===== config.mk =====
export PLATFORM = sky130hd
export DESIGN_NAME = lfsp_elem_mem
export DESIGN_NICKNAME = d
export VERILOG_FILES = /design/src/rtl/lfsp_pkg.sv /design/src/rtl/lfsp_elem_mem.sv
export SDC_FILE = /design/constraint.sdc
export NUM_CORES = 1
export LEC_CHECK = 0
export BUFFER_PORTS_ARGS = -buffer_cell sky130_fd_sc_hd__buf_2
export CAP_MARGIN = 20
export CORE_UTILIZATION = 40
export DETAILED_ROUTE_END_ITERATION = 10
export PLACE_DENSITY_LB_ADDON = 0.25
export SLEW_MARGIN = 20
export SYNTH_ARGS = -nofsm -noshare
export SYNTH_HDL_FRONTEND = slang
export SYNTH_SLANG_ARGS = --single-unit

===== constraint.sdc =====
create_clock -name clk -period 7.55 [get_ports clk]
set_clock_uncertainty 0.15 [all_clocks]
set_input_delay 0.755 -clock clk [delete_from_list [all_inputs] [get_ports clk]]
set_output_delay 0.755 -clock clk [all_outputs]
set_load 0.1 [all_outputs]

===== src/rtl/lfsp_pkg.sv =====
// Shared types, widths and constants of the lens flare sprite placer.
// Used by every module in rtl/; depends on nothing else.
package lfsp_pkg;

	localparam int ELEM_DEPTH = 16;
	localparam int ELEM_AW    = $clog2(ELEM_DEPTH);
	localparam int CNT_W      = $clog2(ELEM_DEPTH + 1);

	localparam int GEO_W  = 32;
	localparam int LOOK_W = 35;

	localparam int SQ_IN_W  = 26;
	localparam int SQ_OUT_W = 13;
	localparam int SQ_STEPS = SQ_OUT_W;

	localparam int DIV_NW = 26;
	localparam int DIV_DW = 13;

	localparam int CFG_IW = 3;
	localparam int CFG_DW = 16;

	localparam logic [CFG_IW-1:0] REG_CENTER_X   = 3'd0;
	localparam logic [CFG_IW-1:0] REG_CENTER_Y   = 3'd1;
	localparam logic [CFG_IW-1:0] REG_SCALE_PX   = 3'd2;
	localparam logic [CFG_IW-1:0] REG_MAX_PX     = 3'd3;
	localparam logic [CFG_IW-1:0] REG_HEIGHT_RAT = 3'd4;
	localparam logic [CFG_IW-1:0] REG_ELEM_COUNT = 3'd5;

	localparam logic [11:0] RST_CENTER_X = 12'd320;
	localparam logic [11:0] RST_CENTER_Y = 12'd240;
	localparam logic [11:0] RST_SCALE_PX = 12'd192;
	localparam logic [11:0] RST_MAX_PX   = 12'd192;
	localparam logic [15:0] RST_HEIGHT   = 16'd256;

	localparam logic KIND_RENDER = 1'b0;
	localparam logic KIND_LOAD   = 1'b1;

	typedef struct packed {
		logic        kind;
		logic [11:0] light_x;
		logic [11:0] light_y;
		logic [3:0]  element_index;
		logic [15:0] element_distance;
		logic [15:0] element_size;
		logic [31:0] element_colour;
		logic [2:0]  element_texture;
	} in_item_t;

	typedef struct packed {
		logic signed [15:0] quad_x;
		logic signed [15:0] quad_y;
		logic [11:0]        quad_width;
		logic [15:0]        quad_height;
		logic [31:0]        quad_colour;
		logic [2:0]         quad_texture;
		logic               drawn;
		logic               last;
	} out_item_t;

endpackage


===== src/rtl/lfsp_elem_mem.sv =====
// Element table: geometry and look memories, one write and one read port.
// Depends on lfsp_pkg for depth and word widths.
module lfsp_elem_mem (
	input  logic                        clk,
	input  logic                        we,
	input  logic [lfsp_pkg::ELEM_AW-1:0] waddr,
	input  logic [lfsp_pkg::GEO_W-1:0]  wgeo,
	input  logic [lfsp_pkg::LOOK_W-1:0] wlook,
	input  logic                        re,
	input  logic [lfsp_pkg::ELEM_AW-1:0] raddr,
	output logic [lfsp_pkg::GEO_W-1:0]  rgeo,
	output logic [lfsp_pkg::LOOK_W-1:0] rlook
);
	import lfsp_pkg::*;

	logic [GEO_W-1:0]  geo_mem  [ELEM_DEPTH];
	logic [LOOK_W-1:0] look_mem [ELEM_DEPTH];

	always_ff @(posedge clk) begin
		if (we) begin
			geo_mem[waddr]  <= wgeo;
			look_mem[waddr] <= wlook;
		end
	end

	// registered read; data appears in the cycle after re
	always_ff @(posedge clk) begin
		if (re) begin
			rgeo  <= geo_mem[raddr];
			rlook <= look_mem[raddr];
		end
	end

endmodule


==> metrics.md, run 1 <==
| Metric | Value |
|---|---|
| Clock power share | 0.411 |
| HP Class | input pin to flop |
| Max-slew violation count | 0 |
| DRC | 0 |
| Synth Warn # | 0 |
| CP Buf/Inv Count | 2 |
| Cts hold-fix bufs | 0 |
| Pwr Density | 280.7 nW/µm² |
| Die height | ~330 µm |
| IO buf count | 144 |
| DR pass1 iterations | 5 |
| Reg-to-reg setup timing slack | 5.90 ns |
| Sw Pwr | 0.002914 W |
| Worst Hold Slack | 0.3038 ns |
| CP required | ~8 ns |
| Clock buffer depth | 3 |
| Layout cell share with drive strength beyond 1 | 0.3171 |
| CP endpoint kind | flop |
| Synth cell types | 17 |
| Via/cell ratio | 5.602 |
| Root Driver | clkbuf_16 |
| Slew of the pin with the lowest slew margin | 1.087 ns |
| Hold Violations, Final | 0 |
| Post-CTS sizing | 0 |
| GPL Wtd Cong | around 0.69 |
| Vias in the first global route | 20.39k |
| Worst-path clk slew | 0.06 ns |
| Leakage | 15.29 nW |
| Syn Area/Cell | 24.40 µm² |
| Total negative setup slack | 0 ns |
| Drt total wl | 97440 µm |
| Simple-gate portion of the synthesized area | 0.009130 |
| HP Start | wgeo[28] |
| Total CTS buffers | around 110 |
| Hold EP | geo_mem[15][28] |
| Slowest CP cell | buf_4 |
| Final Setup Violations | 0 |
| Worst skew pair latency | 0.67 ns |
| CTS H-tree depth | 3 |
| Combinational share of power | 0.060 |
| R2r endpoint | rlook[16] |
| Setup crit start | raddr[1] |
| Clk sinks | approximately 1.1k |
| Tcrit/Tclk final | 0.3962 |
| Status | completed |
| Pint | 0.01065 W |
| Antenna violations before repair | 17 |
| Worst EP arrival | 3.26 ns |
| Synthesized cell area | 42070 µm² |
| Crit Path Class | input pin to flop |
| DR WL/cell | 28.53 µm |
| Ports | 145 |
| Yosys reg bits | 1139 |
| Max-cap violation count | 0 |
| Number of nets in the layout | 2015 |
| DP HPWL | 46160 µm |
| Slew headroom | 0.2738 |
| Sequential fraction of design power | 0.529 |
| Crit path largest cell delay | 0.94 ns |
| Layout area overhead | 14.85% |
| Mux cell area share after synthesis | 0.1435 |
| Max rail drop VDD | 0.1670 mV |
| Via Count | 19.13k |
| Post-DRT Antenna Nets | 0 |
| Achievable frequency | 0.3343 GHz |
| Initial core utilization | 0.4048 |
| Crit path launch type | input pin |
| FF-to-FF path depth | 3 |
| Final Cell Area | 48320 µm² |
| Setup bufs post-CTS | 0 |
| Compound-Gate Fraction of Synth Area | 0.02391 |
| Die X | 326.3 µm |
| Largest family of logic cells by synthesized area | multiplexers |
| RSZ-0062 raised after global routing | no |
| Crit path cell chain | buf_8 -> buf_4 -> mux4_2 -> a22oi_1 -> nand2_1 |
| Global-route wire length before repair | 142000 µm |
| CP max FO | roughly 100 |
| Xor and xnor area share after synthesis | 0 |
| Synthesized-area fraction occupied by adder cells | 0 |
| Placed cell areas | 44600 µm² |
| Hold depth | 1 |
| GRT Resource Usage Total | 0.1854 |
| Die ar. | 106500 µm² |
| Switching portion of total power | 0.2148 |
| Core Rows | approximately 120 |
| Syn Inst Count | 1724 |
| Fin crit period | 2.991 ns |
| Core area | 103900 µm² |
| RR Startpoint | look_mem[3][16] |
| Largest net degree at the start of global routing | 102 |
| CP delay by family, top | buffers and inverters |
| Seq/Total Area, Yosys | 0.8129 |
| DRT iter0 DRCs | 1975 |
| Mapped Nets | 1802 |
| CTS tree | done |
| Gr ovfl total | 0 |
registers in the layout, summed over array words and instances (netlist names):
name,count
geo_mem,512
look_mem,560
rgeo,32
rlook,35
cell usage after synthesis:
library cell  number  area, µm²
buf_4             22      165.2
nand3b_1           2      15.01
mux4_2           268       6036
buf_6              2      22.52
nand2b_1           2      12.51
and2_1             1      6.260
buf_2             11      55.05
nor2_1            13      48.80
nand2_1           68      255.2
nand3_1            1      5.000
nor2b_1            2      12.51
clkbuf_1          33      123.9
edfxtp_1        1139      34200
a22oi_1          134       1006
buf_1             21      78.83
nor3_1             4      20.02
or3b_2             1      8.760
kinds of logic after synthesis:
| family | after synthesis |
|---|---|
| flip-flops | 1139 |
| multiplexers | 268 |
| AO/OA/AOI/OAI | 134 |
| AND/OR/NAND/NOR | 94 |
| buffers and inverters | 89 |
metal layers:
metal,wire length (µm),part of all wire,GRT usage
met1,41330,0.42,0.2605
met2,47770,0.49,0.3001
met3,6820,0.070,0.03753
met4,1399,0.014,0.04236
met5,117,0.0012,0
placed cells by master, fill, tap and decap left out, drive strengths merged:
master,n
nand3b,2
diode,4
clkbuf,135
inv,1
nand2,68
mux4,268
and2,1
nor3,4
nor2,13
clkinv,48
bufinv,15
nand2b,2
clkinvlp,8
nand3,1
a22oi,134
buf,189
nor2b,2
or3b,1
edfxtp,1139
area by class of cell:
class / count / area (µm²)
Fill cell: 8550 / 55620
Tap cell: 1380 / 1727
Timing Repair Buffer: 189 / 1110
Sequential cell: 1139 / 34200
Multi-Input combinational cell: 496 / 7561
Clock inverter: 72 / 759.5
Clock buffer: 135 / 2953
Antenna cell: 4 / 10.01
through the flow:
step	util	setup WS, ns	std cells	total power, W
after global routing	0.4648	4.442	3411	0.01399
after global placement	0.4291	3.840	3204	0.008115
after CTS	0.4648	4.548	3411	0.01371
after floorplan	-	1.005	1724	0.007854
final	0.4649	4.559	3415	0.01356
after detailed placement	0.4291	3.846	3204	0.008136
worst max-delay path by stage:
stage / to / depth (start not counted)
after floorplan: geo_mem[0][0] / 2
final: rlook[16] / 5
after detailed placement: rlook[16] / 5
after global routing: rgeo[2] / 5
after CTS: rlook[16] / 5
after global placement: rlook[16] / 5
power by group through the flow:
stage	registers [W]	clock network (W)	logic, W
2_1_floorplan	0.00752	0	0.000336
3_5_place_dp	0.00731	0	0.000828
6_report	0.00717	0.00558	0.000817
5_1_grt	0.00718	0.00594	0.000867
4_1_cts	0.00717	0.00570	0.000830
3_3_place_gp	0.00730	0	0.000815
No activity file was read; power rests on OpenSTA's default activity.
==> run 2: changes to the inputs <==
clock period = 2.75 ns   (was 7.55 ns; I/O delays follow)
==> metrics.md, run 2 (same netlist as run 1, synthesis figures left out) <==
| Metric | Value |
|---|---|
| Worst-path clk slew | approximately 0.060 ns |
| Clock buffer depth | 3 |
| Power Total | around 0.037 W |
| Max-cap violation count | 0 |
| Hold EP | rlook[1] |
| Final worst slack | 0.6629 ns |
| CP required | roughly 2.3 ns |
| CP endpoint kind | output pin |
| Core area | 103900 µm² |
| Placed cell areas | 45910 µm² |
| Slowest CP cell | edfxtp_1 |
| Die height | 326.3 µm |
| M1 GR Usage | 0.2639 |
| Vias in the first global route | 20.66k |
| Achievable frequency | 0.4791 GHz |
| FF-to-FF path depth | 3 |
| Reg-to-reg setup timing slack | 1.04 ns |
| Fin crit period | around 2.1 ns |
| Crit Path Class | flop to output pin |
| GRT Resource Usage Total | 0.1867 |
| Gr ovfl total | 0 |
| Tcrit/Tclk final | 0.7589 |
| Fin util | 0.4835 |
| CP max FO | 1 |
| Total CTS buffers | 114 |
| GRT Max-Usage Layer | met2 |
| Fill cells | 8392 |
| GPL Wtd Cong | between 0.7 and 0.8 |
| Post-CTS sizing | 0 |
| Root Driver | clkbuf_16 |
| Pwr Density | ~740 nW/µm² |
| DR pass1 iterations | 7 |
| RR Startpoint | look_mem[11][2] |
| RSZ-0062 raised after global routing | no |
| Post-DRT Antenna Nets | 0 |
| Worst skew pair latency | 0.68 ns |
| Total negative setup slack | 0 ns |
| Largest net degree at the start of global routing | just under 70 |
| Via/cell ratio | roughly 5.4 |
| CTS H-tree depth | 3 |
| Status | completed |
| Die X | 326.3 µm |
| Leakage | 16.11 nW |
| Max rail drop VDD | 0.4675 mV |
| R2r endpoint | rlook[2] |
| Max-slew violation count | 0 |
| Initial core utilization | 0.4048 |
| Most frequent cells in the layout | edfxtp_1, mux4_2, buf_2 |
| Worst EP arrival | 1.66 ns |
| Commonest non-fill, non-tap cell in the layout | edfxtp_1 |
| Antenna violations before repair | 8 |
| Ports | 145 |
| Via Count | 19.32k |
| Drt total wl | 98360 µm |
| Layout cell share with drive strength beyond 1 | 0.3266 |
| DRC | 0 |
| HP Start | raddr[1] |
| IO buf count | 144 |
| Die ar. | about 110000 µm² |
| Slew headroom | 0.5273 |
| DRT iter0 DRCs | 1898 |
| CP delay by family, top | flip-flops |
| Final Setup Violations | 0 |
| HP Class | input pin to flop |
| Final Cell Area | 50260 µm² |
| GRT met2 Usage | 0.3091 |
| Crit path launch type | flop |
| Clk sinks | roughly 1.1k |
| Crit path largest cell delay | 0.49 ns |
| Setup WS pre-CTS | 0.4393 ns |
| Hold depth | 4 |
| Setup bufs post-CTS | 0 |
| CP Buf/Inv Count | 1 |
| Global-route wire length before repair | around 140000 µm |
| Layout area overhead | 19.45% |
| Core Rows | 118 |
| CTS tree | done |
| Crit path cell chain | buf_2 |
| DP HPWL | roughly 54000 µm |
| Cts hold-fix bufs | 68 |
| Most flops, register | look_mem |
| Max FFs per register | 560 |
| DR WL/cell | 27.71 µm |
| Largest registers | look_mem x560, geo_mem x512, rlook x35 |
| Number of nets in the layout | 2152 |
| Slew of the pin with the lowest slew margin | 0.7090 ns |
| Met3 Usage GRT | 0.02623 |
| Hold Violations, Final | 0 |
-- run 2: worst max path at each step --
stage               startpoint             to  slack, ns  depth (start not counted)
floorplan             waddr[3]  geo_mem[1][0]      -0.29                          2
global placement      raddr[0]       rgeo[21]       0.46                          6
detailed placement    raddr[0]       rgeo[21]       0.44                          6
CTS                   rgeo[24]       rgeo[24]       0.60                          1
global route          rlook[1]       rlook[1]       0.63                          1
finish                rlook[1]       rlook[1]       0.66                          1
-- run 2: layer usage --
layer / vias up / wire length [µm]
met5: - / 61
met4: 8 / 1391
met3: 111 / 4628
met2: 500 / 49310
met1: 10540 / 42960
li1: 8164 / -
-- run 2: layout make-up --
class	instances	area (µm²)	share of cell area
diodes	1	2.502	0.00004979
clock buffers	137	3003	0.05975
clock inverters	73	663.1	0.01319
multi-input cells	496	7589	0.1510
flip-flops and latches	1139	34200	0.6806
well taps	1380	1727	0.03436
repair buffers	323	3070	0.06109
-- run 2: power by group --
group | leakage, nW | switching, W | internal [W] | total (W)
Clock | 1.78 | 0.00644 | 0.00871 | 0.0151
Combinational | 3.98 | 0.00164 | 0.000819 | 0.00246
Sequential | 10.4 | 0.000127 | 0.0196 | 0.0197
-- run 2: through the flow --
stage                     hold slack [ns]  std cells
after CTS                         0.04743       3548
after global routing              0.08632       3549
after floorplan                    0.2239       1724
after global placement             0.4854       3270
after detailed placement           0.5089       3270
final                             0.09773       3549
