$ cat config.mk
export PLATFORM = sky130hd
export DESIGN_NAME = lfsp_isqrt
export DESIGN_NICKNAME = d
export VERILOG_FILES = /design/src/rtl/lfsp_pkg.sv /design/src/rtl/lfsp_isqrt.sv
export SDC_FILE = /design/constraint.sdc
export NUM_CORES = 1
export LEC_CHECK = 0
export BUFFER_PORTS_ARGS = -buffer_cell sky130_fd_sc_hd__buf_2
export CAP_MARGIN = 20
export CORE_MARGIN = 10
export CORE_UTILIZATION = 47
export CTS_BUF_LIST = sky130_fd_sc_hd__clkbuf_16
export DETAILED_ROUTE_END_ITERATION = 16
export PLACE_DENSITY = 0.67
export SLEW_MARGIN = 20
export SYNTH_ARGS = -nofsm -noshare
export SYNTH_HDL_FRONTEND = slang
export SYNTH_SLANG_ARGS = --single-unit
$ cat constraint.sdc
create_clock -name clk -period 3.8 [get_ports clk]
set_input_delay 0.19 -clock clk [delete_from_list [all_inputs] [get_ports clk]]
set_output_delay 0.19 -clock clk [all_outputs]
set_load 0.005 [all_outputs]
$ cat src/rtl/lfsp_pkg.sv
// Shared types, widths and constants of the lens flare sprite placer.
// Used by every module in rtl/; depends on nothing else.
package lfsp_pkg;

	localparam int ELEM_DEPTH = 16;
	localparam int ELEM_AW    = $clog2(ELEM_DEPTH);
	localparam int CNT_W      = $clog2(ELEM_DEPTH + 1);

	localparam int GEO_W  = 32;
	localparam int LOOK_W = 35;

	localparam int SQ_IN_W  = 26;
	localparam int SQ_OUT_W = 13;
	localparam int SQ_STEPS = SQ_OUT_W;

	localparam int DIV_NW = 26;
	localparam int DIV_DW = 13;

	localparam int CFG_IW = 3;
	localparam int CFG_DW = 16;

	localparam logic [CFG_IW-1:0] REG_CENTER_X   = 3'd0;
	localparam logic [CFG_IW-1:0] REG_CENTER_Y   = 3'd1;
	localparam logic [CFG_IW-1:0] REG_SCALE_PX   = 3'd2;
	localparam logic [CFG_IW-1:0] REG_MAX_PX     = 3'd3;
	localparam logic [CFG_IW-1:0] REG_HEIGHT_RAT = 3'd4;
	localparam logic [CFG_IW-1:0] REG_ELEM_COUNT = 3'd5;

	localparam logic [11:0] RST_CENTER_X = 12'd320;
	localparam logic [11:0] RST_CENTER_Y = 12'd240;
	localparam logic [11:0] RST_SCALE_PX = 12'd192;
	localparam logic [11:0] RST_MAX_PX   = 12'd192;
	localparam logic [15:0] RST_HEIGHT   = 16'd256;

	localparam logic KIND_RENDER = 1'b0;
	localparam logic KIND_LOAD   = 1'b1;

	typedef struct packed {
		logic        kind;
		logic [11:0] light_x;
		logic [11:0] light_y;
		logic [3:0]  element_index;
		logic [15:0] element_distance;
		logic [15:0] element_size;
		logic [31:0] element_colour;
		logic [2:0]  element_texture;
	} in_item_t;

	typedef struct packed {
		logic signed [15:0] quad_x;
		logic signed [15:0] quad_y;
		logic [11:0]        quad_width;
		logic [15:0]        quad_height;
		logic [31:0]        quad_colour;
		logic [2:0]         quad_texture;
		logic               drawn;
		logic               last;
	} out_item_t;

endpackage

$ cat src/rtl/lfsp_isqrt.sv
// Floor square root, two radicand bits per cycle.
// Depends on lfsp_pkg for widths and step count.
module lfsp_isqrt (
	input  logic                         clk,
	input  logic                         arst_n,
	input  logic                         start,
	input  logic [lfsp_pkg::SQ_IN_W-1:0] value,
	output logic [lfsp_pkg::SQ_OUT_W-1:0] root,
	output logic                         done
);
	import lfsp_pkg::*;

	localparam int SC_W = $clog2(SQ_STEPS);

	logic                busy_q;
	logic                done_q;
	logic [SC_W-1:0]     cnt_q;
	logic [SQ_IN_W-1:0]  val_q;
	logic [SQ_OUT_W+2:0] rem_q;
	logic [SQ_OUT_W-1:0] root_q;
	logic [SQ_OUT_W+2:0] rem_n;
	logic [SQ_OUT_W+2:0] trial;
	logic                ge;

	assign rem_n = {rem_q[SQ_OUT_W:0], val_q[SQ_IN_W-1 -: 2]};
	assign trial = {1'b0, root_q, 2'b01};
	assign ge    = rem_n >= trial;

	always_ff @(posedge clk or negedge arst_n) begin
		if (!arst_n) begin
			busy_q <= 1'b0;
			done_q <= 1'b0;
			cnt_q  <= '0;
		end else begin
			done_q <= busy_q && (cnt_q == SC_W'(SQ_STEPS - 1));
			if (start) begin
				busy_q <= 1'b1;
				cnt_q  <= '0;
			end else if (busy_q) begin
				cnt_q <= cnt_q + 1'b1;
				if (cnt_q == SC_W'(SQ_STEPS - 1))
					busy_q <= 1'b0;
			end
		end
	end

	always_ff @(posedge clk) begin
		if (start) begin
			val_q  <= value;
			rem_q  <= '0;
			root_q <= '0;
		end else if (busy_q) begin
			val_q  <= val_q << 2;
			rem_q  <= ge ? rem_n - trial : rem_n;
			root_q <= {root_q[SQ_OUT_W-2:0], ge};
		end
	end

	assign root = root_q;
	assign done = done_q;

endmodule

==> impl_metrics.py, run 1 <==
metrics = {
    "sta": {
        "hold_violations": 0,
        "relSlewSlack_pct": 34.2,
        "drv_slew": 0,
        "rsz0062_at_grt": "no",
        "fin_setup_tns_ps": 0,
        "clock_skew_ps": 8.22,
        "tightest_slew_ps": 985,
        "fin_crit_ps": 2550,
        "max_freq_mhz": 392,
        "setup_viol": 0,
        "period_share_pct": 67.2,
    },
    "drt": {
        "num_vias": 2561,
        "first_pass_iters": 4,
        "wl_per_cell_um": 15.9,
        "routed_wl_um": 7540,
        "viasPerCell": 5.41,
        "drc": 0,
        "drtIter0Drc": 152,
        "detail-route-antenna-nets": 0,
    },
    "setup_path": {
        "endpoint": "rem_q[6]",
        "start_kind": "register",
        "path_class": "reg -> reg",
        "r2r_end": "rem_q[6]",
        "startpoint": "root[6]",
        "reg2reg_slack_ps": 1250,
        "required_ps": 4020,
        "worstSetupEndpointType": "register",
        "reg2regPathDepth": 8,
        "cp_max_fo": 11,
        "reg2reg_from": "root[6]",
        "cp.arrival_ps": 2770,
    },
    "cts": {
        "clk_pin_slew_worst_paths_ps": 50,
        "cts.sinks": 59,
        "htreeDepth": 3,
        "cts.repair.resized": 0,
        "hold_buffers": 1,
        "cts_made_buffers": 9,
        "clk_latency_ps": 320,
        "cts_tree": "done",
        "post-cts-setup-buffer-count": 0,
        "cts-root-buf": "clkbuf_16",
        "clock_path_buffers": 2,
    },
    "floorplanning": {
        "dieWidth_um": 104,
        "rows": 30,
        "die_y_um": 104,
        "core-area_um2": 6870,
        "start_util_pct": 48.8,
        "ios": 43,
        "dieArea_um2": 10900,
    },
    "final_layout": {
        "nNetsFinal": 418,
        "final_layout_size_suffix_gt1_share_pct": 23.6,
        "area_growth_pct": 17.5,
        "finalNonFillerCells": 473,
        "final_util_pct": 57.3,
        "fillers": 610,
        "n_antenna_cell": 0,
    },
    "synthesis": {
        "avgSynthCellArea_um2": 10.0,
        "synth_top_cell_area_share_pct": 23.3,
        "syn-num-nets": 380,
        "synth.distinct_cells": 56,
        "synth_flop_cell": "dfxtp_1",
        "synth_area_um2": 3350,
        "ys_warn_count": 0,
        "synth_enable_flop_cells": 26,
        "synthArstFlopShare_pct": 10.2,
        "yosysTopAreaCell": "edfxtp_1",
        "synth-seq-area-share_pct": 43.9,
        "synth_area_leaders": "edfxtp_1 23%, dfxtp_1 16%, mux2_2 8.1%",
        "syn_inst": 334,
        "synth_seq_cells": 59,
    },
    "grt": {
        "grt_pass1_vias": 2682,
        "use_met1_pct": 17.6,
        "globalRouteMet3Util_pct": 3.41,
        "antenna_found_initial": 0,
        "met2_usage_pct": 23.2,
        "busiest_layer": "met2",
        "grt_max_degree": 59,
        "grt_util_all_layers_pct": 14.3,
        "grt_pass1_wl_um": 13000,
        "globalRouteOverflowTotal": 0,
    },
    "placement": {
        "dp_cells": 456,
        "dp.final_hpwl_um": 5260,
        "gp_congestion": 0.852,
        "port-buffer-count": 42,
    },
    "run": {
        "cap_violations": 0,
    },
    "pwr": {
        "power_density_nw_per_um2": 769,
        "ir_worst_vdd_mv": 0.434,
        "p_leak_uw": 0.00172,
    },
    "hold_path": {
        "hold_class": "in -> reg",
    },
    "status": {
        "status": "finished, final reports clean",
    },
}
[final cells by class]
type	instances	area, µm²	share of cell area (%)
clock inverter	7	85.1	2.16
clock buffer	9	225	5.72
multi-input combinational	236	1720	43.7
inverter	21	78.8	2.00
sequential	59	1470	37.4
timing repair buffer	45	235	5.97
tap	96	120	3.05
[layout by cell type (no fill, tap or decap), drive strengths merged, types with 2 or more instances in the layout]
cell type	synthesis	layout
a21o	3	3
inv	21	22
buf	11	44
edfxtp	26	26
bufinv	0	2
and3	2	2
nand2b	6	6
a2111oi	2	2
nor2b	2	2
clkinv	0	4
a211oi	2	2
dfxtp	27	27
clkbuf	7	9
mux2i	16	16
a31oi	2	2
xor2	4	4
mux2	24	24
o21a	2	2
nand4	3	3
nor3	6	6
o21ai	12	12
nand3	16	16
a21oi	12	12
a311oi	11	11
nand2	17	17
ha	17	17
and2	3	3
o211ai	5	5
xnor2	6	6
nor2	42	42
dfrtp	6	6
[sequential cells by signal, summed over array words and instances (netlist names)]
register,flops
cnt_q,4
busy_q,1
root,13
done,1
rem_q,14
val_q,26
[worst max-delay path: stages (launching register included)]
cell       delay (ps)
dfxtp_1           370
inv_1              60
ha_1              440
and4_1            290
and3_1            190
nand2_1            90
a21oi_2           460
nor3_1            160
a2111oi_4         380
[where the power goes]
group	switching [µW]	internal, µW	total, µW
Clock	270	566	836
Sequential	81.0	770	851
Combinational	760	580	1340
Total	1110	1920	3030
[worst min-delay path by stage]
| stage | start | endpoint | cells past startpoint |
|---|---|---|---|
| 2_1_floorplan | arst_n | busy_q | 0 |
| 3_3_place_gp | arst_n | cnt_q[0] | 1 |
| 3_5_place_dp | arst_n | cnt_q[0] | 1 |
| 4_1_cts | value[0] | val_q[0] | 2 |
| 5_1_grt | value[0] | val_q[0] | 2 |
| 6_report | value[0] | val_q[0] | 2 |
[stage by stage]
step | instance area, µm² | hold slack (ps) | power [µW] | setup slack (ps)
after floorplan | 3350 | -106 | 1930 | 1710
after CTS | 3940 | 148 | 3030 | 1250
after global routing | 3940 | 161 | 3250 | 1030
after global placement | 3620 | 23.7 | 2150 | 1310
final | 3940 | 157 | 3030 | 1250
after detailed placement | 3620 | 28.8 | 2170 | 1300
[per-layer routing]
| layer | part of all wire (%) | wire (µm) |
|---|---|---|
| met5 | 0 | 0 |
| met3 | 4.5 | 336 |
| met1 | 46 | 3460 |
| met4 | 1.5 | 114 |
| met2 | 48 | 3630 |
[logic make-up after synthesis]
group | after synthesis | share of synthesized area (%)
simple gates | 105 | 14.7
compound gates | 64 | 14.9
flops | 59 | 43.9
mux | 40 | 12.8
buf+inv | 39 | 4.74
fa+ha+maj | 17 | 6.35
xor+xnor | 10 | 2.61
[Yosys cell counts, types with 2 or more instances]
| cell | instances |
|---|---|
| nand3_1 | 16 |
| nand2_1 | 17 |
| buf_4 | 2 |
| xor2_1 | 4 |
| a311oi_2 | 2 |
| and3_1 | 2 |
| and2_1 | 3 |
| buf_2 | 4 |
| ha_1 | 17 |
| dfrtp_1 | 6 |
| nor2b_1 | 2 |
| edfxtp_1 | 26 |
| a31oi_1 | 2 |
| a21oi_1 | 9 |
| nand4_1 | 3 |
| o21ai_0 | 12 |
| nand2b_1 | 6 |
| dfxtp_1 | 27 |
| mux2i_1 | 16 |
| xnor2_1 | 6 |
| inv_1 | 21 |
| nor3_1 | 6 |
| clkbuf_1 | 7 |
| a21o_1 | 3 |
| a311oi_1 | 9 |
| a21oi_2 | 3 |
| o211ai_1 | 5 |
| nor2_1 | 42 |
| mux2_2 | 24 |
| o21a_1 | 2 |
| buf_1 | 5 |
Note: power is estimated with default switching activity, not from simulation.
==> run 2, diff against run 1 <==
Clock period 3.8 ns to 2.45 ns, I/O delays scaled along.
==> run 2 against run 1 <==
Effect of this change:
- cell count up 2.3%
- setup slack worse by 1100 ps
- sequential power rose by 54%
- hold slack worse by 80 ps
- critical endpoint is now rem_q[10]
- largest power group unchanged
==> impl_metrics.py, run 2 (synthesis gave the netlist of run 1 again) <==
metrics = {
    "sta": {
        "setup_viol": 0,
        "fin_crit_ps": 2350,
        "clock_skew_ps": 5.50,
        "holdWs_ps": 76.7,
        "tightest_slew_ps": 629,
        "max_freq_mhz": 426,
        "drv_slew": 0,
        "relSlewSlack_pct": 58.1,
        "period_share_pct": 95.7,
        "hold_violations": 0,
    },
    "cts": {
        "clk_pin_slew_worst_paths_ps": 50,
        "cts_made_buffers": 9,
        "post-cts-setup-buffer-count": 0,
        "cts-root-buf": "clkbuf_16",
        "cts_tree": "done",
        "cts.sinks": 59,
        "clock_path_buffers": 2,
        "clk_latency_ps": 330,
        "htreeDepth": 3,
    },
    "grt": {
        "grt_max_degree": 32,
        "antenna_found_initial": 0,
        "grt_pass1_wl_um": 12800,
        "grt_util_all_layers_pct": 14.3,
        "globalRouteOverflowTotal": 0,
        "grt_pass1_vias": 2660,
    },
    "placement": {
        "dp_cells": 467,
        "port-buffer-count": 42,
        "dp.final_hpwl_um": 5510,
        "gp_congestion": 0.875,
    },
    "setup_path": {
        "start_kind": "register",
        "path_class": "reg -> reg",
        "reg2regPathDepth": 8,
        "reg2reg_from": "root[0]",
        "required_ps": 2690,
        "cp_max_fo": 5,
        "r2r_end": "rem_q[10]",
        "cp.arrival_ps": 2590,
        "reg2reg_slack_ps": 100,
        "worstSetupEndpointType": "register",
    },
    "floorplanning": {
        "start_util_pct": 48.8,
        "ios": 43,
        "die_y_um": 104,
        "rows": 30,
        "dieArea_um2": 10900,
        "dieWidth_um": 104,
        "core-area_um2": 6870,
    },
    "final_layout": {
        "final_layout_size_suffix_gt1_share_pct": 26.8,
        "fillers": 621,
        "multiInputGateArea_um2": 1740,
        "n_antenna_cell": 0,
        "final-seq-area_um2": 1470,
        "largest_reg_flops": 26,
        "final_cell_mix": "42 x nor2_1, 42 x buf_2, 27 x dfxtp_1",
        "area_growth_pct": 19.9,
        "nNetsFinal": 429,
        "finalNonFillerCells": 484,
        "regMostFlops": "val_q",
    },
    "pwr": {
        "p_sw_share_pct": 37.6,
        "p_leak_uw": 0.00175,
        "clkPwrFrac_pct": 25.7,
        "seqPwrFrac_pct": 27.4,
        "power_density_nw_per_um2": 1190,
        "intPower_uw": 2990,
        "p_comb_share_pct": 46.9,
        "ir_worst_vdd_mv": 0.531,
        "p_switching_uw": 1800,
    },
    "hold_path": {
        "hold_path_startpoint": "value[1]",
        "hold_end": "val_q[1]",
        "whs_path_depth": 2,
        "hold_class": "in -> reg",
    },
    "drt": {
        "detail-route-antenna-nets": 0,
        "viasPerCell": 5.53,
        "drtIter0Drc": 164,
        "routed_wl_um": 7660,
        "wl_per_cell_um": 15.8,
        "drc": 0,
        "num_vias": 2677,
        "first_pass_iters": 4,
    },
    "run": {
        "cap_violations": 0,
    },
    "status": {
        "status": "finished, final reports clean",
    },
}
run 2: per-layer routing:
metal | part of all wire (%) | vias to the layer above | global-route usage (%) | routed length (µm)
met5 | 0 | - | 0 | 0
met4 | 0.98 | 0 | 4.57 | 75
met3 | 7.2 | 7 | 4.21 | 554
met2 | 45 | 92 | 21.4 | 3480
met1 | 46 | 1263 | 19.1 | 3550
li1 | - | 1315 | - | -
run 2: worst max-delay path by stage:
stage                       start   endpoint  slack, ps  cells after the start
after floorplan           root[8]  rem_q[11]        360                     10
after global routing      root[9]   rem_q[6]         -4                      8
after detailed placement  root[7]  rem_q[11]         30                      8
after CTS                 root[7]   rem_q[6]         40                      8
after global placement    root[7]  rem_q[11]         30                      8
final                     root[0]  rem_q[10]        100                      8
run 2: area by class of cell:
| cell class | instances | area share (%) |
|---|---|---|
| sequential | 59 | 36.6 |
| tap | 96 | 2.99 |
| clock buffer | 9 | 5.60 |
| clock inverter | 7 | 1.68 |
| timing repair buffer | 56 | 7.91 |
| multi-input combinational | 236 | 43.3 |
| inverter | 21 | 1.96 |
run 2: stage by stage:
| stage | util (%) | setup TNS, ps | setup WS [ps] | cell area, µm² | total power (µW) |
|---|---|---|---|---|---|
| after global routing | 58.5 | -5.08 | -3.87 | 4020 | 5140 |
| after global placement | 53.9 | 0 | 29.8 | 3700 | 3470 |
| after detailed placement | 53.9 | 0 | 26.4 | 3700 | 3490 |
| after CTS | 58.3 | 0 | 35.5 | 4000 | 4750 |
| after floorplan | - | 0 | 362 | 3350 | 2990 |
| final | 58.5 | 0 | 105 | 4020 | 4800 |
run 2: power by group through the flow:
stage,combinational [µW],clock [µW],sequential [µW]
global route,2490,1320,1330
finish,2250,1240,1310
detailed placement,2160,0,1330
global placement,2130,0,1330
CTS,2180,1260,1310
floorplan,1700,0,1290
run 2: worst max-delay path, stage by stage (launching register included):
cell and delay [ps]:
dfxtp_1 370, inv_1 60, ha_1 370, and2b_1 210
o22a_1 240, a31oi_1 360, nand3_1 140, a32o_1 300
a311oi_2 230
run 2: repair_timing:
action / 4_1_cts / 5_1_grt
resized for setup: 1 / 3
setup endpoints to repair: 1 / 13
hold buffers: 1 / 0
endpoints found under the hold margin: 6 / 0
