==> config.mk <==
export PLATFORM = sky130hd
export DESIGN_NAME = lfsp_div
export DESIGN_NICKNAME = d
export VERILOG_FILES = /design/src/rtl/lfsp_pkg.sv /design/src/rtl/lfsp_div.sv
export SDC_FILE = /design/constraint.sdc
export NUM_CORES = 1
export LEC_CHECK = 0
export BUFFER_PORTS_ARGS = -buffer_cell sky130_fd_sc_hd__clkbuf_2
export CELL_PAD_IN_SITES_DETAIL_PLACEMENT = 2
export CELL_PAD_IN_SITES_GLOBAL_PLACEMENT = 2
export CORE_ASPECT_RATIO = 0.75
export CORE_UTILIZATION = 35
export DETAILED_ROUTE_END_ITERATION = 12
export PLACE_DENSITY = 0.78
export SYNTH_ARGS = -nofsm -noshare
export SYNTH_HDL_FRONTEND = slang
export SYNTH_SLANG_ARGS = --single-unit
==> constraint.sdc <==
create_clock -name clk -period 2.7 [get_ports clk]
set_input_delay 0.135 -clock clk [delete_from_list [all_inputs] [get_ports clk]]
set_output_delay 0.135 -clock clk [all_outputs]
set_load 0.005 [all_outputs]
==> src/rtl/lfsp_pkg.sv <==
// Shared types, widths and constants of the lens flare sprite placer.
// Used by every module in rtl/; depends on nothing else.
package lfsp_pkg;

	localparam int ELEM_DEPTH = 16;
	localparam int ELEM_AW    = $clog2(ELEM_DEPTH);
	localparam int CNT_W      = $clog2(ELEM_DEPTH + 1);

	localparam int GEO_W  = 32;
	localparam int LOOK_W = 35;

	localparam int SQ_IN_W  = 26;
	localparam int SQ_OUT_W = 13;
	localparam int SQ_STEPS = SQ_OUT_W;

	localparam int DIV_NW = 26;
	localparam int DIV_DW = 13;

	localparam int CFG_IW = 3;
	localparam int CFG_DW = 16;

	localparam logic [CFG_IW-1:0] REG_CENTER_X   = 3'd0;
	localparam logic [CFG_IW-1:0] REG_CENTER_Y   = 3'd1;
	localparam logic [CFG_IW-1:0] REG_SCALE_PX   = 3'd2;
	localparam logic [CFG_IW-1:0] REG_MAX_PX     = 3'd3;
	localparam logic [CFG_IW-1:0] REG_HEIGHT_RAT = 3'd4;
	localparam logic [CFG_IW-1:0] REG_ELEM_COUNT = 3'd5;

	localparam logic [11:0] RST_CENTER_X = 12'd320;
	localparam logic [11:0] RST_CENTER_Y = 12'd240;
	localparam logic [11:0] RST_SCALE_PX = 12'd192;
	localparam logic [11:0] RST_MAX_PX   = 12'd192;
	localparam logic [15:0] RST_HEIGHT   = 16'd256;

	localparam logic KIND_RENDER = 1'b0;
	localparam logic KIND_LOAD   = 1'b1;

	typedef struct packed {
		logic        kind;
		logic [11:0] light_x;
		logic [11:0] light_y;
		logic [3:0]  element_index;
		logic [15:0] element_distance;
		logic [15:0] element_size;
		logic [31:0] element_colour;
		logic [2:0]  element_texture;
	} in_item_t;

	typedef struct packed {
		logic signed [15:0] quad_x;
		logic signed [15:0] quad_y;
		logic [11:0]        quad_width;
		logic [15:0]        quad_height;
		logic [31:0]        quad_colour;
		logic [2:0]         quad_texture;
		logic               drawn;
		logic               last;
	} out_item_t;

endpackage

==> src/rtl/lfsp_div.sv <==
// Restoring unsigned divider, one quotient bit per cycle.
// Depends on lfsp_pkg for operand widths.
module lfsp_div (
	input  logic                        clk,
	input  logic                        arst_n,
	input  logic                        start,
	input  logic [lfsp_pkg::DIV_NW-1:0] num,
	input  logic [lfsp_pkg::DIV_DW-1:0] den,
	output logic [lfsp_pkg::DIV_NW-1:0] quo,
	output logic                        done
);
	import lfsp_pkg::*;

	localparam int DC_W = $clog2(DIV_NW);

	logic              busy_q;
	logic              done_q;
	logic [DC_W-1:0]   cnt_q;
	logic [DIV_NW-1:0] quo_q;
	logic [DIV_DW-1:0] den_q;
	logic [DIV_DW-1:0] rem_q;
	logic [DIV_DW:0]   rem_n;
	logic              ge;

	assign rem_n = {rem_q, quo_q[DIV_NW-1]};
	assign ge    = rem_n >= {1'b0, den_q};

	always_ff @(posedge clk or negedge arst_n) begin
		if (!arst_n) begin
			busy_q <= 1'b0;
			done_q <= 1'b0;
			cnt_q  <= '0;
		end else begin
			done_q <= busy_q && (cnt_q == DC_W'(DIV_NW - 1));
			if (start) begin
				busy_q <= 1'b1;
				cnt_q  <= '0;
			end else if (busy_q) begin
				cnt_q <= cnt_q + 1'b1;
				if (cnt_q == DC_W'(DIV_NW - 1))
					busy_q <= 1'b0;
			end
		end
	end

	// numerator shifts out the top while quotient bits enter the bottom
	always_ff @(posedge clk) begin
		if (start) begin
			quo_q <= num;
			den_q <= den;
			rem_q <= '0;
		end else if (busy_q) begin
			rem_q <= ge ? DIV_DW'(rem_n - {1'b0, den_q}) : rem_n[DIV_DW-1:0];
			quo_q <= {quo_q[DIV_NW-2:0], ge};
		end
	end

	assign quo  = quo_q;
	assign done = done_q;

endmodule
==> results.sh, run 1 <==
export IMPL_min_to="quo[6]"
export IMPL_worst_setup_path_end_kind="flip-flop"
export IMPL_fmax_ghz=0.384
export IMPL_drc_errors=0
export IMPL_p_leak_nw=1.82
export IMPL_areaGrowthSynthToFinish_pct=29.4
export IMPL_clkSlewWorstSetupHoldPaths_ps=50
export IMPL_antenna_found_initial=0
export IMPL_holdCritPathClass="primary input to flip-flop"
export IMPL_cts_max_path_buffers=2
export IMPL_die_w_um=111
export IMPL_ys_flop_type="edfxtp_1"
export IMPL_async_flop_share=0.119
export IMPL_drtPass1Iterations=4
export IMPL_gp_congestion=0.810
export IMPL_critPathKind="flip-flop to flip-flop"
export IMPL_layout_drive_gt1_share=0.353
export IMPL_drt_total_wl_um=9210
export IMPL_fin_crit_sh=0.965
export IMPL_synth_cell_types=56
export IMPL_critPathRequiredTime_ps=2920
export IMPL_initial_core_util=0.365
export IMPL_cts_htree_levels=3
export IMPL_pin_count=69
export IMPL_setup_violations=0
export IMPL_hpwl_um=6280
export IMPL_synth_ff_latch_count=59
export IMPL_dp_cells=441
export IMPL_synth_area_top_cells="edfxtp_1 (38%), mux2_2 (9.8%), dfxtp_1 (8.4%)"
export IMPL_reg2reg_depth=9
export IMPL_final_cell_mix="clkbuf_2 (68), edfxtp_1 (39), mux2_2 (27)"
export IMPL_yosysWarnings=0
export IMPL_critical_path_arrival_ps=2830
export IMPL_synth_seq_area_share=0.516
export IMPL_fin_cells=471
export IMPL_drt_iter0_drc=88
export IMPL_relSlewSlack=0.241
export IMPL_routedWlPerCell_um=19.5
export IMPL_hold_violations=0
export IMPL_final_common_cell="clkbuf_2"
export IMPL_synth_avg_cell_area_um2=11.6
export IMPL_grt_overflow=0
export IMPL_grt_pass1_vias=2723
export IMPL_outcome="complete, no violations"
export IMPL_worstReg2RegEnd="rem_q[10]"
export IMPL_drv_slew=0
export IMPL_cap_violations=0
export IMPL_grt_max_degree=57
export IMPL_die_area_um2=9280
export IMPL_cts_sinks=59
export IMPL_setup_slack_ps=94.5
export IMPL_rows=29
export IMPL_clk_latency_ps=330
export IMPL_finClkSkew_ps=3.54
export IMPL_portBuffers=68
export IMPL_core_area_um2=8530
export IMPL_r2r_setup_slack_ps=90
export IMPL_track_usage=0.213
export IMPL_die_h_um=83.7
export IMPL_r2r_start="quo[25]"
export IMPL_cts_buffers=9
export IMPL_post_route_min_period_ps=2610
export IMPL_root_buffer="clkbuf_16"
export IMPL_critPathMaxFanout=4
export IMPL_grt_pass1_wl_um=15000
export IMPL_worstHoldStart="num[6]"
export IMPL_nets=416
export IMPL_synth_nets=326
export IMPL_min_path_cells=2
export IMPL_viasPerCell=5.29
export IMPL_syn_inst=268
export IMPL_pre_cts_ws_ps=61.1
export IMPL_yosys_area_top_type="edfxtp_1"
export IMPL_fillCellCount=872
export IMPL_vias=2490
export IMPL_vdd_ir_drop_max_v=0.000375
export IMPL_ant_nets=0
export IMPL_setup_tns_ps=0
export IMPL_syn_cell_area_um2=3110
export IMPL_p_per_area_nw_per_um2=892
export IMPL_yosys_area_top_type_share=0.376
export IMPL_report_power_total_mw=3.59
export IMPL_tightest_slew_ps=1140
export IMPL_setup_worst_path_start_class="flip-flop"
export IMPL_tritoncts="yes"
export IMPL_diodes=0
export IMPL_synth_edf_count=39
## flip-flops by register name, indices dropped and copies added (netlist names)
register / count
cnt_q: 5
done: 1
rem_q: 13
den_q: 13
quo: 26
busy_q: 1
## logic make-up after synthesis
group	count (synthesis)	share of synthesized area
muxes	29	0.104
and+or+nand+nor	71	0.112
DFF	59	0.516
buffers and inverters	30	0.0386
AOI/OAI and AO/OA	52	0.132
adders and majority gates	16	0.0667
xor gates and xnor gates	11	0.0309
## metrics by stage
step	cell area (um^2)	util	hold slack [ps]
after floorplan	3110	-	-161
final	4030	0.472	111
after detailed placement	3600	0.423	-10.7
after CTS	4010	0.471	104
after global placement	3600	0.423	-14.4
after global routing	4030	0.472	108
## cells in the mapped netlist (all sizes together) (2+ instances only)
library cell,count
a21o,7
or4,2
o21a,2
a41o,2
nor2b,2
buf,6
dfrtp,7
ha,15
nand4,3
dfxtp,13
and3,6
mux2,27
a211oi,5
or2,2
o21ai,4
clkbuf,6
nor3,4
mux2i,2
edfxtp,39
a311oi,8
or3,2
nand3,3
a21oi,8
o311ai,2
xor2,5
o31ai,2
nor2,22
nand2,17
xnor2,6
and2,4
inv,18
## where the power goes
part / internal, mW / switching (mW)
Sequential: 1.12 / 0.110
Combinational: 0.599 / 0.747
Clock: 0.610 / 0.401
## final cells by class
class | count | area [um^2] | share of cell area
sequential | 59 | 1610 | 0.399
multi-input combinational | 179 | 1410 | 0.350
timing repair buffer | 91 | 548 | 0.136
clock buffer | 10 | 229 | 0.0569
tap | 108 | 135 | 0.0336
inverter | 18 | 67.6 | 0.0168
clock inverter | 6 | 32.5 | 0.00808
## layer usage
layer	track usage	wire [um]
met4	0.0582	110
met3	0.0465	199
met2	0.366	4680
met1	0.269	4220
met5	0	0
## timing repair
| action | 4_1_cts | 5_1_grt |
|---|---|---|
| setup endpoints to repair | 1 | 1 |
| pin swaps | 1 | 1 |
| resized for setup | 3 | 2 |
| setup buffers | 0 | 0 |
| hold endpoints to repair | 20 | 0 |
| hold buffers | 14 | 0 |
## worst max-delay path, cell delays in order (launching register included)
cell and delay, ps:
edfxtp_1 350, inv_1 60, ha_1 230, fa_2 380, nor2b_2 170, o31ai_1 120
a21oi_2 200, nor2_2 100, or4_4 580, a311oi_4 310
## worst max-delay path by stage
| stage | from | end | slack, ps | cells past startpoint |
|---|---|---|---|---|
| floorplan | quo[25] | rem_q[10] | 380 | 9 |
| detailed placement | quo[25] | rem_q[10] | 60 | 9 |
| global route | quo[25] | rem_q[10] | -20 | 9 |
| finish | quo[25] | rem_q[10] | 90 | 9 |
| global placement | quo[25] | rem_q[10] | 280 | 9 |
| CTS | quo[25] | rem_q[10] | 30 | 9 |
No activity file was read; power rests on OpenSTA's default activity.
==> inputs of run 2 (changes only) <==
MAX_ROUTING_LAYER = met4   (was not set)
SETUP_SLACK_MARGIN = 0.3   (was not set)
clock period = 2.49 ns   (was 2.7 ns; I/O delays follow)
==> run 2 against run 1 <==
  * Clock-buffer cell count down 1
  * Critical path depth up 2
  * Non-clock buffer count up 17
  * Worst setup slack worse by 280 ps
  * Final area up 9.0%
  * Clock skew up 1.7 ps
  * Wire length up 42%
  * Register-to-register slack worse by 280 ps
  * The flow now finishes with violations (negative setup slack)
  * Sequential power up 11%
  * Final cell count up 3.6%
==> results.sh, run 2 (same netlist as run 1, synthesis figures left out) <==
export IMPL_cts_max_path_buffers=2
export IMPL_setup_violations=5
export IMPL_critPathMaxFanout=3
export IMPL_violations="negative setup slack"
export IMPL_critPathKind="flip-flop to flip-flop"
export IMPL_r2r_start="den_q[0]"
export IMPL_core_area_um2=8530
export IMPL_routedWlPerCell_um=26.9
export IMPL_worstReg2RegEnd="rem_q[12]"
export IMPL_drc_errors=0
export IMPL_portBuffers=68
export IMPL_comb_power_share=0.451
export IMPL_nets=433
export IMPL_switchingPower_mw=1.85
export IMPL_min_path_cells=2
export IMPL_holdCritPathClass="primary input to flip-flop"
export IMPL_grt_pass1_vias=2986
export IMPL_die_h_um=83.7
export IMPL_outcome="finished with violations"
export IMPL_die_area_um2=9280
export IMPL_root_buffer="clkbuf_16"
export IMPL_final_cell_mix="clkbuf_2 (68), edfxtp_1 (39), mux2_2 (26)"
export IMPL_drt_total_wl_um=13100
export IMPL_grt_max_degree=27
export IMPL_drtPass1Iterations=4
export IMPL_post_route_util=0.515
export IMPL_largest_reg_flops=26
export IMPL_fmax_ghz=0.374
export IMPL_rsz0062_at_grt="yes"
export IMPL_rows=29
export IMPL_fillCellCount=810
export IMPL_min_to="quo[1]"
export IMPL_fin_crit_sh=1.07
export IMPL_vias=2750
export IMPL_whs_ps=79.3
export IMPL_path_cells="ha_4, fa_2, nor2b_4, o211ai_1, buf_4, buf_4, buf_4, a21oi_4, o21ai_2, a311oi_2, nor3_1"
export IMPL_r2r_setup_slack_ps=-180
export IMPL_areaGrowthSynthToFinish_pct=41.1
export IMPL_internal_power_mw=2.83
export IMPL_slowest_delay_ps=450
export IMPL_diodes=0
export IMPL_worst_setup_path_end_kind="flip-flop"
export IMPL_critPathRequiredTime_ps=2690
export IMPL_viasPerCell=5.64
export IMPL_p_seq_frac=0.291
export IMPL_grt_overflow=0
export IMPL_grt_pass1_wl_um=17600
export IMPL_p_clk_frac=0.257
export IMPL_gp_congestion=0.790
export IMPL_reg2reg_depth=11
export IMPL_tritoncts="yes"
export IMPL_cp_top_family="compound AO/OA/AOI/OAI gates"
export IMPL_multi_input_area_um2=1610
export IMPL_critPathBufInv=3
export IMPL_post_route_min_period_ps=2670
export IMPL_hold_violations=0
export IMPL_clkSlewWorstSetupHoldPaths_ps=60
export IMPL_worstHoldStart="num[1]"
export IMPL_p_per_area_nw_per_um2=1070
export IMPL_track_usage=0.266
export IMPL_setup_worst_path_start_class="flip-flop"
export IMPL_ant_nets=0
export IMPL_final_area_um2=4390
export IMPL_cts_sinks=59
export IMPL_antenna_found_initial=0
export IMPL_cp_depth=11
export IMPL_layout_drive_gt1_share=0.476
export IMPL_drv_slew=0
export IMPL_die_w_um=111
export IMPL_drt_iter0_drc=123
export IMPL_setup_slack_ps=-181
export IMPL_crit_slowest_cell="edfxtp_1"
export IMPL_clk_latency_ps=350
export IMPL_pin_count=69
export IMPL_finClkSkew_ps=5.19
export IMPL_placed_area_um2=3650
export IMPL_hpwl_um=6830
export IMPL_cts_htree_levels=3
export IMPL_tightest_slew_ps=539
export IMPL_cts_buffers=9
export IMPL_relSlewSlack=0.641
export IMPL_initial_core_util=0.365
export IMPL_p_leak_nw=1.98
export IMPL_register_area_um2=1610
export IMPL_cpMostUsedCell="buf_4"
export IMPL_cap_violations=0
export IMPL_critical_path_arrival_ps=2870
export IMPL_vdd_ir_drop_max_v=0.000722
export IMPL_final_common_cell="clkbuf_2"
export IMPL_switching_share=0.395
==> run 2: changes by cell type in the layout (fill, tap and decap cells not counted), sizes merged <==
cell | previous run | this run
buf | 9 | 26
clkbuf | 78 | 77
clkinv | 4 | 3
clkinvlp | 2 | 3
inv | 18 | 19
==> run 2: power groups by stage <==
stage / combinational, mW / sequential (mW) / clock (mW)
finish: 2.11 / 1.36 / 1.20
floorplan: 0.930 / 1.32 / 0
CTS: 1.75 / 1.34 / 1.18
detailed placement: 1.44 / 1.35 / 0
global placement: 1.36 / 1.34 / 0
global route: 2.20 / 1.38 / 1.24
==> run 2: area by class of cell <==
cell class,instances,share of cell area
clock inverter,7,0.0123
clock buffer,9,0.0513
inverter,18,0.0154
tap,108,0.0308
multi-input combinational,179,0.366
sequential,59,0.366
timing repair buffer,108,0.158
==> run 2: how the worst max path moves through the flow <==
stage                        start         to  slack, ps
after floorplan            quo[25]  rem_q[10]        290
after global routing      den_q[0]  rem_q[12]       -220
after global placement     quo[25]  rem_q[10]        190
after CTS                  quo[25]  rem_q[10]         20
after detailed placement   quo[25]  rem_q[10]         -6
final                     den_q[0]  rem_q[12]       -180
==> run 2: layer usage <==
metal | GRT usage | up-vias | routed length (um)
li1 | - | 1212 | -
met1 | 0.305 | 1392 | 5300
met2 | 0.447 | 111 | 6750
met3 | 0.0523 | 35 | 579
met4 | 0.137 | 0 | 470
met5 | - | - | 0
==> run 2: worst reg2reg max path, delay by kind of cell, from the launching register on <==
kind	cells	cell delay (ps)
AOI/OAI and AO/OA	4	730
adders and majority gates	2	610
DFF	1	450
buffers and inverters	3	440
and+or+nand+nor	2	310
==> run 2: timing repair <==
action / 4_1_cts / 5_1_grt
buffers inserted: 8 / 6
endpoints found under the setup margin: 14 / 14
hold buffers: 14 / 0
pin swaps: 13 / 16
hold endpoints to repair: 20 / 0
resized for setup: 34 / 16
==> run 2: per-stage QoR <==
| step | TNS (ps) | power [mW] | worst slack [ps] | instances |
|---|---|---|---|---|
| 6_report | -515 | 4.68 | -181 | 488 |
| 5_1_grt | -913 | 4.82 | -220 | 488 |
| 4_1_cts | 0 | 4.27 | 15.9 | 482 |
| 3_5_place_dp | -6.48 | 2.79 | -6.48 | 444 |
| 3_3_place_gp | 0 | 2.70 | 186 | 444 |
| 2_1_floorplan | 0 | 2.25 | 291 | 268 |
